`src/rtl/gated_first_order_lag_sensor_assert.svh`:
```
// ----------------------------------------------------------------------------
// gated first-order lag sensor assertion macros
// shared property forms for the lag sensor modules, clocked on i_clk and
// disabled while i_rst_n is low
// ----------------------------------------------------------------------------
`ifndef GATED_FIRST_ORDER_LAG_SENSOR_ASSERT_SVH
`define GATED_FIRST_ORDER_LAG_SENSOR_ASSERT_SVH

// same-cycle implication
`define GFOLS_ASSERT_IMP(label, ante, cons, msg) \
    label: assert property (@(posedge i_clk) disable iff (!i_rst_n) (ante) |-> (cons)) else $error(msg);

// next-cycle implication
`define GFOLS_ASSERT_NXT(label, ante, cons, msg) \
    label: assert property (@(posedge i_clk) disable iff (!i_rst_n) (ante) |=> (cons)) else $error(msg);

`endif

```
`src/rtl/gfols_pkg.sv`:
```
// ----------------------------------------------------------------------------
// gfols_pkg
// widths, transaction types and register indexes of the gated lag sensor
// ----------------------------------------------------------------------------
package gfols_pkg;

    localparam int VALUE_W    = 32;
    localparam int TIME_W     = 32;
    localparam int PERIOD_W   = 20;
    localparam int TCONST_W   = 24;
    localparam int GAIN_W     = 24;
    localparam int GAIN_FRAC  = 16;

    localparam int CFG_IDX_W  = 2;
    localparam int CFG_DATA_W = 24;

    // register indexes
    localparam logic [CFG_IDX_W-1:0] CFG_PERIOD = 2'd0;
    localparam logic [CFG_IDX_W-1:0] CFG_TCONST = 2'd1;
    localparam logic [CFG_IDX_W-1:0] CFG_GAIN   = 2'd2;

    localparam logic [PERIOD_W-1:0] PERIOD_RST = 20'd1000;
    localparam logic [TCONST_W-1:0] TCONST_RST = 24'd0;
    localparam logic [GAIN_W-1:0]   GAIN_RST   = 24'd65536;

    // datapath widths
    localparam int D2_W   = TCONST_W + 1;          // 2 * time constant
    localparam int SMAG_W = VALUE_W + 1;           // |x + prev_x|
    localparam int T1_W   = TIME_W + VALUE_W;      // |2D - dt| * |y_prev|
    localparam int GS_W   = SMAG_W + GAIN_W;       // |g| * |x + prev_x|
    localparam int T2_W   = GS_W + TIME_W;         // dt * |g| * |x + prev_x|
    localparam int NUM_W  = T2_W + 2;              // signed numerator plus rounding
    localparam int DSUM_W = TIME_W + 1;            // 2D + dt
    localparam int DEN_W  = DSUM_W + GAIN_FRAC;
    localparam int QUO_W  = VALUE_W;

    typedef struct packed {
        logic [TIME_W-1:0]         time_us;
        logic signed [VALUE_W-1:0] sample;
    } t_in_item;

    typedef struct packed {
        logic signed [VALUE_W-1:0] filtered;
        logic                      updated;
    } t_out_item;

    typedef struct packed {
        logic done;
        logic ovf;
    } t_div_stat;

endpackage

```
`src/rtl/gfols_mul.sv`:
```
// ----------------------------------------------------------------------------
// gfols_mul
// unsigned shift-add multiplier, one multiplier bit per cycle
// ----------------------------------------------------------------------------
`include "gated_first_order_lag_sensor_assert.svh"

module gfols_mul #(
    parameter int AW = 32,
    parameter int BW = 32
) (
    input  logic            i_clk,
    input  logic            i_rst_n,
    input  logic            i_start,
    input  logic [AW-1:0]   i_a,
    input  logic [BW-1:0]   i_b,
    output logic            o_done,
    output logic [AW+BW-1:0] o_prod
);
    localparam int CNT_W = $clog2(BW);

    logic             r_busy;
    logic             r_done;
    logic [CNT_W-1:0] r_cnt;
    logic [AW-1:0]    r_a;
    logic [AW+BW-1:0] r_p;

    logic [AW:0]      sum;
    logic [AW+BW-1:0] n_p;

    // upper half collects the partial sum, lower half holds the remaining multiplier bits
    always_comb begin
        sum = {1'b0, r_p[AW+BW-1:BW]} + (r_p[0] ? {1'b0, r_a} : {(AW+1){1'b0}});
        n_p = {sum, r_p[BW-1:1]};
    end

    always_ff @(posedge i_clk) begin
        if (!i_rst_n) begin
            r_busy <= 1'b0;
            r_done <= 1'b0;
            r_cnt  <= '0;
        end else begin
            r_done <= 1'b0;
            if (i_start) begin
                r_busy <= 1'b1;
                r_cnt  <= '0;
            end else if (r_busy) begin
                r_cnt <= r_cnt + CNT_W'(1);
                if (r_cnt == CNT_W'(BW - 1)) begin
                    r_busy <= 1'b0;
                    r_done <= 1'b1;
                end
            end
        end
    end

    always_ff @(posedge i_clk) begin
        if (i_start) begin
            r_a <= i_a;
            r_p <= {{AW{1'b0}}, i_b};
        end else if (r_busy) begin
            r_p <= n_p;
        end
    end

    assign o_done = r_done;
    assign o_prod = r_p;

    `GFOLS_ASSERT_IMP(a_mul_no_restart, i_start, !r_busy, "multiplier restarted while busy")

endmodule

```
`src/rtl/gfols_div.sv`:
```
// ----------------------------------------------------------------------------
// gfols_div
// restoring divider, one quotient bit per cycle, with quotient overflow flag
// ----------------------------------------------------------------------------
`include "gated_first_order_lag_sensor_assert.svh"

module gfols_div (
    input  logic                         i_clk,
    input  logic                         i_rst_n,
    input  logic                         i_start,
    input  logic [gfols_pkg::NUM_W-1:0]  i_num,
    input  logic [gfols_pkg::DEN_W-1:0]  i_den,
    output gfols_pkg::t_div_stat         o_stat,
    output logic [gfols_pkg::QUO_W-1:0]  o_quot
);
    import gfols_pkg::*;

    localparam int CNT_W = $clog2(QUO_W);
    localparam int HI_W  = NUM_W - QUO_W;

    logic             r_busy;
    logic             r_done;
    logic [CNT_W-1:0] r_cnt;
    logic             r_ovf;
    logic [DEN_W-1:0] r_rem;
    logic [DEN_W-1:0] r_den;
    logic [QUO_W-1:0] r_q;

    logic [DEN_W:0]   shifted;
    logic [DEN_W+1:0] trial;
    logic             ge;
    logic [DEN_W-1:0] n_rem;

    // dividend bits leave the top of r_q while quotient bits enter at the bottom
    always_comb begin
        shifted = {r_rem, r_q[QUO_W-1]};
        trial   = {1'b0, shifted} - {2'b00, r_den};
        ge      = !trial[DEN_W+1];
        n_rem   = ge ? trial[DEN_W-1:0] : shifted[DEN_W-1:0];
    end

    always_ff @(posedge i_clk) begin
        if (!i_rst_n) begin
            r_busy <= 1'b0;
            r_done <= 1'b0;
            r_cnt  <= '0;
        end else begin
            r_done <= 1'b0;
            if (i_start) begin
                r_busy <= 1'b1;
                r_cnt  <= '0;
            end else if (r_busy) begin
                r_cnt <= r_cnt + CNT_W'(1);
                if (r_cnt == CNT_W'(QUO_W - 1)) begin
                    r_busy <= 1'b0;
                    r_done <= 1'b1;
                end
            end
        end
    end

    always_ff @(posedge i_clk) begin
        if (i_start) begin
            // quotient does not fit when the upper dividend part reaches the divisor
            r_ovf <= i_num[NUM_W-1:QUO_W] >= HI_W'(i_den);
            r_rem <= i_num[QUO_W+DEN_W-1:QUO_W];
            r_q   <= i_num[QUO_W-1:0];
            r_den <= i_den;
        end else if (r_busy) begin
            r_rem <= n_rem;
            r_q   <= {r_q[QUO_W-2:0], ge};
        end
    end

    assign o_stat.done = r_done;
    assign o_stat.ovf  = r_ovf;
    assign o_quot      = r_q;

    `GFOLS_ASSERT_IMP(a_div_no_restart, i_start, !r_busy, "divider restarted while busy")

endmodule

```
`src/rtl/gated_first_order_lag_sensor.sv`:
```
// ----------------------------------------------------------------------------
// gated_first_order_lag_sensor
// Sensor with a first-order lag of gain G and time constant D, Tustin form.
// Each transaction brings a timestamp and a Q16.16 sample and returns one
// result. Elapsed time accumulates until it reaches the update period; then
// y = ((2D - dt) * y_prev + dt * G * (x + x_prev)) / (2D + dt) is formed,
// rounded to nearest and saturated, otherwise the last output is held. One
// transaction is worked at a time. A held transaction passes from ST_ACC
// straight to ST_DONE and then into the output register. An update runs
// mostly in the bit-serial multipliers (a 24-step gain multiply followed by
// a 32-step multiply by dt, with the 32-step lag term in parallel), then in
// the 32-step serial divider. The next transaction is accepted once the result
// is in the output register.
// ----------------------------------------------------------------------------
`include "gated_first_order_lag_sensor_assert.svh"

module gated_first_order_lag_sensor (
    input  logic                              i_clk,
    input  logic                              i_rst_n,
    input  logic                              i_in_valid,
    output logic                              o_in_stall,
    input  gfols_pkg::t_in_item               i_in_data,
    output logic                              o_out_valid,
    input  logic                              i_out_stall,
    output gfols_pkg::t_out_item              o_out_data,
    input  logic                              i_cfg_we,
    input  logic [gfols_pkg::CFG_IDX_W-1:0]   i_cfg_idx,
    input  logic [gfols_pkg::CFG_DATA_W-1:0]  i_cfg_wdata
);
    import gfols_pkg::*;

    localparam logic [3:0] ST_IDLE  = 4'd0;
    localparam logic [3:0] ST_ACC   = 4'd1;
    localparam logic [3:0] ST_PREP  = 4'd2;
    localparam logic [3:0] ST_MULGO = 4'd3;
    localparam logic [3:0] ST_MUL   = 4'd4;
    localparam logic [3:0] ST_NEG   = 4'd5;
    localparam logic [3:0] ST_SUM   = 4'd6;
    localparam logic [3:0] ST_ABS   = 4'd7;
    localparam logic [3:0] ST_RND   = 4'd8;
    localparam logic [3:0] ST_DIVGO = 4'd9;
    localparam logic [3:0] ST_DIV   = 4'd10;
    localparam logic [3:0] ST_SAT   = 4'd11;
    localparam logic [3:0] ST_DONE  = 4'd12;

    // configuration and filter state
    logic [3:0]          r_state;
    logic [3:0]          n_state;
    logic [PERIOD_W-1:0] r_period;
    logic [TCONST_W-1:0] r_tconst;
    logic [GAIN_W-1:0]   r_gain;
    logic [TIME_W-1:0]   r_accum;
    logic [TIME_W-1:0]   r_last_time;
    logic                r_started;
    logic [VALUE_W-1:0]  r_prev_out;
    logic [VALUE_W-1:0]  r_prev_samp;
    logic                r_out_valid;

    // per-transaction datapath
    logic [TIME_W-1:0]   r_step;
    logic [VALUE_W-1:0]  r_x;
    logic                r_upd;
    logic [TIME_W-1:0]   r_dt;
    logic [SMAG_W-1:0]   r_s;
    logic [TIME_W:0]     r_kdiff;
    logic [DSUM_W-1:0]   r_dsum;
    logic                r_sign1;
    logic                r_sign2;
    logic [NUM_W-1:0]    r_t1;
    logic [NUM_W-1:0]    r_t2;
    logic [NUM_W-1:0]    r_num;
    logic                r_neg;
    t_out_item           r_out_data;

    logic                in_acc;
    logic                out_load;
    logic [TIME_W:0]     acc_sum;
    logic [TIME_W-1:0]   acc_sat;
    logic [PERIOD_W-1:0] period_eff;
    logic                acc_hit;
    logic [D2_W-1:0]     d2;
    logic [TIME_W:0]     kabs;
    logic [TIME_W-1:0]   kmag;
    logic [VALUE_W-1:0]  pmag;
    logic [SMAG_W-1:0]   smag;
    logic [GAIN_W-1:0]   gmag;
    logic [NUM_W-1:0]    t1_ext;
    logic [NUM_W-1:0]    t2_ext;
    logic [VALUE_W-1:0]  lim;
    logic [VALUE_W-1:0]  q_sat;
    logic [VALUE_W-1:0]  res;

    logic                mul_go;
    logic                kp_done;
    logic [T1_W-1:0]     kp_prod;
    logic                gs_done;
    logic [GS_W-1:0]     gs_prod;
    logic                dt_done;
    logic [T2_W-1:0]     dt_prod;
    logic                div_go;
    t_div_stat           div_stat;
    logic [QUO_W-1:0]    div_quot;

    assign in_acc   = i_in_valid && !o_in_stall;
    assign out_load = (r_state == ST_DONE) && (!r_out_valid || !i_out_stall);
    assign mul_go   = (r_state == ST_MULGO);
    assign div_go   = (r_state == ST_DIVGO);

    always_comb begin
        acc_sum    = {1'b0, r_accum} + {1'b0, r_step};
        acc_sat    = acc_sum[TIME_W] ? {TIME_W{1'b1}} : acc_sum[TIME_W-1:0];
        period_eff = (r_period == '0) ? PERIOD_W'(1) : r_period;
        acc_hit    = acc_sat >= TIME_W'(period_eff);

        d2   = {r_tconst, 1'b0};
        kabs = r_kdiff[TIME_W] ? ((TIME_W+1)'(0) - r_kdiff) : r_kdiff;
        kmag = kabs[TIME_W-1:0];
        pmag = r_prev_out[VALUE_W-1] ? (VALUE_W'(0) - r_prev_out) : r_prev_out;
        smag = r_s[SMAG_W-1] ? (SMAG_W'(0) - r_s) : r_s;
        gmag = r_gain[GAIN_W-1] ? (GAIN_W'(0) - r_gain) : r_gain;

        t1_ext = NUM_W'({kp_prod, {GAIN_FRAC{1'b0}}});
        t2_ext = NUM_W'(dt_prod);

        lim   = r_neg ? {1'b1, {(VALUE_W-1){1'b0}}} : {1'b0, {(VALUE_W-1){1'b1}}};
        q_sat = (div_stat.ovf || (div_quot > lim)) ? lim : div_quot;
        res   = r_neg ? (VALUE_W'(0) - q_sat) : q_sat;
    end

    always_comb begin
        n_state = r_state;
        unique case (r_state)
            ST_IDLE:  if (in_acc) n_state = ST_ACC;
            ST_ACC:   n_state = acc_hit ? ST_PREP : ST_DONE;
            ST_PREP:  n_state = ST_MULGO;
            ST_MULGO: n_state = ST_MUL;
            ST_MUL:   if (dt_done) n_state = ST_NEG;
            ST_NEG:   n_state = ST_SUM;
            ST_SUM:   n_state = ST_ABS;
            ST_ABS:   n_state = ST_RND;
            ST_RND:   n_state = ST_DIVGO;
            ST_DIVGO: n_state = ST_DIV;
            ST_DIV:   if (div_stat.done) n_state = ST_SAT;
            ST_SAT:   n_state = ST_DONE;
            ST_DONE:  if (out_load) n_state = ST_IDLE;
            default:  n_state = ST_IDLE;
        endcase
    end

    always_ff @(posedge i_clk) begin
        if (!i_rst_n) begin
            r_state     <= ST_IDLE;
            r_period    <= PERIOD_RST;
            r_tconst    <= TCONST_RST;
            r_gain      <= GAIN_RST;
            r_accum     <= '0;
            r_last_time <= '0;
            r_started   <= 1'b0;
            r_prev_out  <= '0;
            r_prev_samp <= '0;
            r_out_valid <= 1'b0;
        end else begin
            r_state <= n_state;
            if (i_cfg_we) begin
                unique case (i_cfg_idx)
                    CFG_PERIOD: r_period <= i_cfg_wdata[PERIOD_W-1:0];
                    CFG_TCONST: r_tconst <= i_cfg_wdata[TCONST_W-1:0];
                    CFG_GAIN:   r_gain   <= i_cfg_wdata[GAIN_W-1:0];
                    default: ;
                endcase
            end
            if (in_acc) begin
                r_last_time <= i_in_data.time_us;
                // first transaction seeds both histories with its own sample
                if (!r_started) begin
                    r_started   <= 1'b1;
                    r_prev_out  <= i_in_data.sample;
                    r_prev_samp <= i_in_data.sample;
                end
            end
            if (r_state == ST_ACC) begin
                r_accum <= acc_hit ? '0 : acc_sat;
            end
            if (r_state == ST_SAT) begin
                r_prev_out  <= res;
                r_prev_samp <= r_x;
            end
            if (out_load) begin
                r_out_valid <= 1'b1;
            end else if (r_out_valid && !i_out_stall) begin
                r_out_valid <= 1'b0;
            end
        end
    end

    always_ff @(posedge i_clk) begin
        if (in_acc) begin
            r_step <= i_in_data.time_us - r_last_time;
            r_x    <= i_in_data.sample;
        end
        if (r_state == ST_ACC) begin
            r_upd <= acc_hit;
            r_dt  <= acc_sat;
            r_s   <= {r_x[VALUE_W-1], r_x} + {r_prev_samp[VALUE_W-1], r_prev_samp};
        end
        if (r_state == ST_PREP) begin
            r_kdiff <= (TIME_W+1)'(d2) - {1'b0, r_dt};
            r_dsum  <= DSUM_W'(d2) + {1'b0, r_dt};
        end
        if (r_state == ST_MULGO) begin
            r_sign1 <= r_kdiff[TIME_W] ^ r_prev_out[VALUE_W-1];
            r_sign2 <= r_gain[GAIN_W-1] ^ r_s[SMAG_W-1];
        end
        if (r_state == ST_NEG) begin
            r_t1 <= r_sign1 ? (NUM_W'(0) - t1_ext) : t1_ext;
            r_t2 <= r_sign2 ? (NUM_W'(0) - t2_ext) : t2_ext;
        end
        if (r_state == ST_SUM) begin
            r_num <= r_t1 + r_t2;
        end
        if (r_state == ST_ABS) begin
            r_neg <= r_num[NUM_W-1];
            r_num <= r_num[NUM_W-1] ? (NUM_W'(0) - r_num) : r_num;
        end
        if (r_state == ST_RND) begin
            // half the divisor, for round to nearest
            r_num <= r_num + NUM_W'({r_dsum, {(GAIN_FRAC-1){1'b0}}});
        end
        if (out_load) begin
            r_out_data.filtered <= r_prev_out;
            r_out_data.updated  <= r_upd;
        end
    end

    gfols_mul #(
        .AW (TIME_W),
        .BW (VALUE_W)
    ) u_mul_kp (
        .i_clk   (i_clk),
        .i_rst_n (i_rst_n),
        .i_start (mul_go),
        .i_a     (kmag),
        .i_b     (pmag),
        .o_done  (kp_done),
        .o_prod  (kp_prod)
    );

    gfols_mul #(
        .AW (SMAG_W),
        .BW (GAIN_W)
    ) u_mul_gs (
        .i_clk   (i_clk),
        .i_rst_n (i_rst_n),
        .i_start (mul_go),
        .i_a     (smag),
        .i_b     (gmag),
        .o_done  (gs_done),
        .o_prod  (gs_prod)
    );

    // gain times sample sum goes on to the dt multiply as soon as it is ready
    gfols_mul #(
        .AW (GS_W),
        .BW (TIME_W)
    ) u_mul_dt (
        .i_clk   (i_clk),
        .i_rst_n (i_rst_n),
        .i_start (gs_done),
        .i_a     (gs_prod),
        .i_b     (r_dt),
        .o_done  (dt_done),
        .o_prod  (dt_prod)
    );

    gfols_div u_div (
        .i_clk   (i_clk),
        .i_rst_n (i_rst_n),
        .i_start (div_go),
        .i_num   (r_num),
        .i_den   ({r_dsum, {GAIN_FRAC{1'b0}}}),
        .o_stat  (div_stat),
        .o_quot  (div_quot)
    );

    assign o_in_stall  = (r_state != ST_IDLE);
    assign o_out_valid = r_out_valid;
    assign o_out_data  = r_out_data;

    `GFOLS_ASSERT_IMP(a_lag_term_first, dt_done, !kp_done, "lag term multiply finished late")
    `GFOLS_ASSERT_IMP(a_div_in_div, div_stat.done, r_state == ST_DIV, "divider done outside wait")
    `GFOLS_ASSERT_IMP(a_den_nonzero, div_go, r_dsum != '0, "divider started with zero divisor")
    `GFOLS_ASSERT_NXT(a_held_keeps_out, (r_state == ST_ACC) && !acc_hit,
                      $stable(r_prev_out), "held transaction changed the output")

endmodule

```
`config.mk`:
```
export PLATFORM = sky130hd
export DESIGN_NAME = gated_first_order_lag_sensor
export DESIGN_NICKNAME = d
export VERILOG_FILES = /design/src/rtl/gfols_pkg.sv /design/src/rtl/gfols_mul.sv /design/src/rtl/gfols_div.sv /design/src/rtl/gated_first_order_lag_sensor.sv
export VERILOG_INCLUDE_DIRS = /design/src /design/src/rtl
export SDC_FILE = /design/constraint.sdc
export NUM_CORES = 2
export LEC_CHECK = 0
export ABC_CLOCK_PERIOD_IN_PS = 12400
export BUFFER_PORTS_ARGS = -buffer_cell sky130_fd_sc_hd__buf_2
export CAP_MARGIN = 30
export CORE_AREA = 2 2 440 442
export CTS_CLUSTER_DIAMETER = 30
export DETAILED_ROUTE_END_ITERATION = 12
export DIE_AREA = 0 0 442 444
export SETUP_SLACK_MARGIN = 0.1
export SYNTH_ARGS = -nofsm -noshare
export SYNTH_HDL_FRONTEND = slang
export SYNTH_HIERARCHICAL = 1
export SYNTH_SLANG_ARGS = --single-unit
export TNS_END_PERCENT = 10
```
`constraint.sdc`:
```
create_clock -name i_clk -period 12.4 [get_ports i_clk]
set_clock_uncertainty 0.15 [all_clocks]
set_input_delay 0.62 -clock i_clk [delete_from_list [all_inputs] [get_ports i_clk]]
set_output_delay 0.62 -clock i_clk [all_outputs]
set_load 0.1 [all_outputs]
```
== After elaboration in Yosys (flattened, before gate mapping) ==
Cells that the tools add are included.

* Multiplexer cells: 57
* Add/subtract/negate cells: 23
* Bitwise logic cells: 6
* Equal/unequal tests: 24
* Reductions and logical operators: 32
* Order comparisons: 3

{| class="wikitable"
|+ Operator list
! kind !! count
|-
| $mux W32 || 19
|-
| $mux W91 || 4
|-
| $mux W49 || 3
|-
| $add A32 B32 Y33 || 3
|-
| $sub A1 B32 Y32 const A || 3
|-
| $add A81 B90 Y91 || 1
|-
| $add A91 B48 Y91 || 1
|-
| $sub A1 B91 Y91 const A || 1
|-
| $sub A1 B89 Y90 const A || 1
|-
| $mux W89 || 1
|-
| $sub A1 B80 Y81 const A || 1
|-
| $mux W80 || 1
|-
| $mux W24 || 3
|-
| $ge A59 B49 Y1 || 1
|-
| $add A57 B57 Y58 || 1
|-
| $mux W57 || 1
|-
| $pmux W4 S13 || 1
|-
| $sub A50 B49 Y51 || 1
|-
| $add A33 B33 Y34 || 1
|-
| $add A25 B32 Y33 || 1
|-
| $mux W33 || 1
|-
| $sub A1 B33 Y33 const A || 1
|-
| $sub A25 B32 Y33 || 1
|-
| $ge A32 B20 Y1 || 1
|-
| other kinds (32) || 92
|}

* Register bits: 1,170
* Input bits: 95

== Longest topological paths before layout ==
* Word-level depth: 7
* Depth in mapped cells: 28
* Depth with buffers taken out: 24

== By module ==
The synthesis kept the hierarchy.

{| class="wikitable"
|+ By module, submodules not included
! module !! cells each !! times used !! area each (µm²)
|-
| gated_first_order_lag_sensor || 5,169 || 1 || 46,377.0
|-
| gfols_div || 1,019 || 1 || 10,069.7
|-
| gfols_mul at u_mul_dt || 868 || 1 || 8,848.5
|-
| gfols_mul at u_mul_kp || 520 || 1 || 5,564.1
|-
| gfols_mul at u_mul_gs || 488 || 1 || 5,267.6
|}

== Worst setup path before layout ==
OpenSTA, ideal clock, no wires.

* Kind: register to register
* From: reg r_state[3]
* To: reg u_div.r_q[0], in the netlist u_div/o_quot[0], enable pin
* Required time: 11,846 ps
* Slack: 5,742 ps
* Path buffers: 3
* Cell stages (with the launch flop): 7
* Data arrival time: 6,103 ps
* Clock period less this slack: 6,658 ps
* Cell sequence: dfxtp_1 -> clkbuf_1 -> nand2_1 -> nor3_1 -> clkbuf_1 -> buf_1 -> or2_2

* Cells in the longest elaborated chain, start to end: 2

{| class="wikitable"
|+ RTL lines
! item !! RTL line !! text
|-
| from (decl) || gated_first_order_lag_sensor.sv:47 || <nowiki>logic [3:0] r_state;</nowiki>
|-
| from (signal assigned) || gated_first_order_lag_sensor.sv:163 || <nowiki>r_state <= n_state;</nowiki>
|-
| $eq A4 B4 Y1 || gated_first_order_lag_sensor.sv:107 || <nowiki>assign div_go = (r_state == ST_DIVGO);</nowiki>
|-
| named net div_go || gated_first_order_lag_sensor.sv:100 || <nowiki>logic div_go;</nowiki>
|-
| $reduce_bool A2 Y1 (no line) || -- ||
|-
| to (signal assigned) || gfols_div.sv:67 || <nowiki>r_q <= i_num[QUO_W-1:0];</nowiki>
|-
| to (signal assigned) || gfols_div.sv:71 || <nowiki>r_q <= {r_q[QUO_W-2:0], ge};</nowiki>
|-
| to (decl) || gfols_div.sv:27 || <nowiki>logic [QUO_W-1:0] r_q;</nowiki>
|}

The timed path passes the listed nets, and every way through them passes these cells.
A chain may end at the register's enable or synchronous reset.

== Worst setup path after layout ==
* From: reg r_step[0]
* To: reg r_accum[1]

* Cells in the longest elaborated chain, start to end: 4

{| class="wikitable"
|+ RTL lines
! item !! RTL line !! text
|-
| from (decl) || gated_first_order_lag_sensor.sv:60 || <nowiki>logic [TIME_W-1:0] r_step;</nowiki>
|-
| from (signal assigned) || gated_first_order_lag_sensor.sv:198 || <nowiki>r_step <= i_in_data.time_us - r_last_time;</nowiki>
|-
| $add A32 B32 Y33 || gated_first_order_lag_sensor.sv:110 || <nowiki>acc_sum = {1'b0, r_accum} + {1'b0, r_step};</nowiki>
|-
| $mux W32 || gated_first_order_lag_sensor.sv:111 || <nowiki>acc_sat = acc_sum[TIME_W] ? {TIME_W{1'b1}} : acc_sum[TIME_W-1:0];</nowiki>
|-
| $ge A32 B20 Y1 || gated_first_order_lag_sensor.sv:113 || <nowiki>acc_hit = acc_sat >= TIME_W'(period_eff);</nowiki>
|-
| named net acc_hit || gated_first_order_lag_sensor.sv:80 || <nowiki>logic acc_hit;</nowiki>
|-
| $mux W32 || gated_first_order_lag_sensor.sv:182 || <nowiki>r_accum <= acc_hit ? '0 : acc_sat;</nowiki>
|-
| to (signal assigned) || gated_first_order_lag_sensor.sv:182 ||
|-
| to (decl) || gated_first_order_lag_sensor.sv:52 || <nowiki>logic [TIME_W-1:0] r_accum;</nowiki>
|}

The timed path passes the listed nets, and every way through them passes these cells.

==> insert_results.sql <==
INSERT INTO impl_metrics (metric_group, metric, value, unit) VALUES
('cells_and_area', 'area_growth_syn_to_layout', '19.21', '%'),
('cells_and_area', 'multi_input_comb_area', '42000', 'um^2'),
('sta', 'tightest_slew', '1.088', 'ns'),
('sta', 'endpoints_failing_hold', '0', ''),
('clocking', 'tritoncts.num_buffers', '308', ''),
('setup_path', 'timing.critical_path.arrival', '8.45', 'ns'),
('cells_and_area', 'num-nets-final', '8977', ''),
('clocking', 'cts-root-buf', 'sky130_fd_sc_hd__clkbuf_16', ''),
('global_route', 'grt_max_degree', '116', ''),
('placement', 'dp_slack', '4.712', 'ns'),
('sta', 'layout_worst_path_cycle_share', '0.6292', ''),
('clocking', 'cts.reportedPaths.clkPinSlew', '0.05', 'ns'),
('placement', 'post_dp_cell_area', '79330', 'um^2'),
('detailed_routing', 'wl_per_cell', '21.15', 'um'),
('floorplan', 'floorplan.die_area', '196200', 'um^2'),
('detailed_routing', 'remaining_drc_errors', '0', ''),
('global_route', 'grt_residual_overflow', '0', ''),
('placement', 'globalplace.congestion', '0.9418', ''),
('run', 'drv_cap', '0', ''),
('floorplan', 'die_y', '444', 'um'),
('cells_and_area', 'drive_gt1_frac', '0.1102', ''),
('detailed_routing', 'drt_pass1_iterations', '6', ''),
('sta', 'fin_ws', '4.598', 'ns'),
('sta', 'rsz0062_at_grt', 'false', ''),
('cells_and_area', 'num-fill-cells', '17720', ''),
('detailed_routing', 'ant_nets', '0', ''),
('cells_and_area', 'area.sequential', '31600', 'um^2'),
('global_route', 'first_global_vias', '60870', ''),
('floorplan', 'io_pins', '130', ''),
('cells_and_area', 'layout.cells.most_common', 'sky130_fd_sc_hd__nand2_1', ''),
('setup_path', 'worstPathBufferInverterCount', '1', ''),
('setup_path', 'crit_slowest_cell', 'sky130_fd_sc_hd__or3b_2', ''),
('sta', 'setup-violations-final', '0', ''),
('floorplan', 'placeableCoreArea', '191600', 'um^2'),
('setup_path', 'timing.critical_path.max_delay_family', 'compound AO/OA/AOI/OAI gates', ''),
('setup_path', 'worst-path-max-fanout', '19', ''),
('global_route', 'grt_pass1_wl', '357600', 'um'),
('floorplan', 'rows', '161', ''),
('clocking', 'cts_num_sinks', '1169', ''),
('clocking', 'tritoncts', 'built', ''),
('min_path', 'timing.hold.worst.class', 'input port to flop', ''),
('setup_path', 'worst-endpoint-required', '13.05', 'ns'),
('power', 'pwr_density_cell', '160.9', 'nW/um^2'),
('placement', 'buffer_ports.inserted', '129', ''),
('setup_path', 'criticalPathCategory', 'flop to flop', ''),
('cells_and_area', 'layout.cell_area.non_filler', '90720', 'um^2'),
('setup_path', 'crit_path_start_kind', 'flop', ''),
('detailed_routing', 'wl', '234800', 'um'),
('floorplan', 'initial_utilization', '0.3972', ''),
('yosys', 'yosysWarningCount', '6', ''),
('setup_path', 'slowest_delay', '0.82', 'ns'),
('yosys', 'synthesis.area_per_instance', '9.439', 'um^2'),
('detailed_routing', 'detailedRoute.firstIterationViolations', '5224', ''),
('sta', 'tns_setup', '0', 'ns'),
('sta', 'period_minus_slack', '7.802', 'ns'),
('power', 'peakVddDrop', '0.1070', 'mV'),
('clocking', 'cts_max_level', '5', ''),
('detailed_routing', 'routed_via_count_divided_by_cell_count', '5.696', ''),
('yosys', 'synthesis.area', '76100', 'um^2'),
('sta', 'fmax', '128.2', 'MHz'),
('sta', 'timing.final.max_slew_violations', '0', ''),
('placement', 'place.detailed.hpwl', '175800', 'um'),
('setup_path', 'critPathCaptureType', 'flop', ''),
('cells_and_area', 'layout.cells.most_common_list', '870 x sky130_fd_sc_hd__nand2_1, 818 x sky130_fd_sc_hd__edfxtp_1, 641 x sky130_fd_sc_hd__a21oi_1, 537 x sky130_fd_sc_hd__ha_1, 520 x sky130_fd_sc_hd__nor2_1', ''),
('clocking', 'clkLatencyLatePin', '0.93', 'ns'),
('clocking', 'cts.path.max_buffers', '4', ''),
('detailed_routing', 'detailroute.wirelength.met3', '13860', 'um'),
('sta', 'relSlewSlack', '0.2680', ''),
('global_route', 'grt.total_usage', '0.2318', ''),
('status', 'run_status', 'finished clean', ''),
('detailed_routing', 'highest_layer', 'met5', ''),
('detailed_routing', 'wl_met2', '106600', 'um'),
('detailed_routing', 'm1WireLength', '103600', 'um'),
('clocking', 'post_cts_repair_setup_buffers', '0', ''),
('global_route', 'antenna_found_initial', '17', ''),
('yosys', 'syn-instance-count', '8062', ''),
('power', 'cellLeakagePower', '34.84', 'nW'),
('floorplan', 'die-width', '442', 'um'),
('detailed_routing', 'routed-via-count', '63210', '');
## worst reg2reg max path: stages (launching register included)
cell and delay, ns:
sky130_fd_sc_hd__edfxtp_1 0.37, sky130_fd_sc_hd__ha_1 0.24, sky130_fd_sc_hd__fa_1 0.42, sky130_fd_sc_hd__a211oi_1 0.42
sky130_fd_sc_hd__o211ai_1 0.26, sky130_fd_sc_hd__nand3_1 0.19, sky130_fd_sc_hd__a21oi_1 0.13, sky130_fd_sc_hd__a21o_1 0.25
sky130_fd_sc_hd__a211o_1 0.29, sky130_fd_sc_hd__o311ai_0 0.37, sky130_fd_sc_hd__nand2b_1 0.11, sky130_fd_sc_hd__buf_4 0.22
sky130_fd_sc_hd__nor2_1 0.20, sky130_fd_sc_hd__ha_1 0.25, sky130_fd_sc_hd__nand2b_1 0.14, sky130_fd_sc_hd__a21o_1 0.17
sky130_fd_sc_hd__a21oi_1 0.15, sky130_fd_sc_hd__o21ai_0 0.10, sky130_fd_sc_hd__a2111oi_0 0.48, sky130_fd_sc_hd__o221ai_1 0.26
sky130_fd_sc_hd__a2111oi_0 0.64, sky130_fd_sc_hd__nand3_1 0.15, sky130_fd_sc_hd__nor4_1 0.20, sky130_fd_sc_hd__nand4b_1 0.45
sky130_fd_sc_hd__or3b_2 0.83, sky130_fd_sc_hd__o21ai_0 0.28
## worst paths after layout
check                      start                to  slack [ns]  depth (start not counted)
min                   i_in_valid        r_state[0]        0.12                          4
max reg2reg            r_step[0]        r_accum[1]        4.60                         25
max                    r_step[0]        r_accum[1]        4.60                         25
min reg2reg  u_mul_gs/o_prod[22]  u_mul_dt/r_a[22]        0.30                          0
## repair_timing
| item | CTS | global route |
|---|---|---|
| gates resized for setup | 0 | 0 |
| hold buffers | 90 | 0 |
| hold endpoints to repair | 176 | 0 |
## state kept, by name (all words and copies together) (netlist names), 32 cells and up
name,count
u_div/r_den,49
u_div/o_quot,32
u_mul_kp/r_a,32
u_mul_kp/o_prod,64
r_dt,32
r_s,33
r_last_time,32
u_mul_dt/o_prod,89
u_mul_gs/o_prod,57
r_x,32
r_step,32
r_kdiff,33
r_t2,90
r_prev_samp,32
r_accum,32
o_out_data,33
u_div/r_rem,49
r_prev_out,32
u_mul_gs/r_a,33
r_num,91
r_t1,65
u_mul_dt/r_a,57
r_dsum,32
## layout make-up
type                       count  share of cell area
multi-input combinational   6216              0.4630
sequential                  1169              0.3483
clock buffer                 368             0.09271
tap                         2526             0.03484
timing repair buffer         289             0.02438
clock inverter               177             0.02222
inverter                     350             0.01454
antenna                        3          0.00008275
## power breakdown
part | total, mW | internal (mW) | switching (mW)
Sequential | 4.85 | 4.49 | 0.368
Clock | 7.98 | 5.55 | 2.44
Combinational | 1.76 | 0.724 | 1.03
## metal layers
metal,up-vias,GRT usage
met5,-,0
met4,4,0.1093
met3,470,0.03722
met2,2053,0.3733
met1,30370,0.3044
li1,30310,-
## stage by stage
stage	power (mW)	utilization	hold slack, ns	instances
6_report	14.60	0.4736	0.1207	11100
5_1_grt	15.15	0.4735	0.09839	11100
4_1_cts	14.69	0.4732	0.05587	11090
3_5_place_dp	6.632	0.4141	0.2928	10460
3_3_place_gp	6.591	0.4134	0.2826	10450
2_1_floorplan	6.036	-	0.2503	8093
Power figures use the tool's default switching activity.
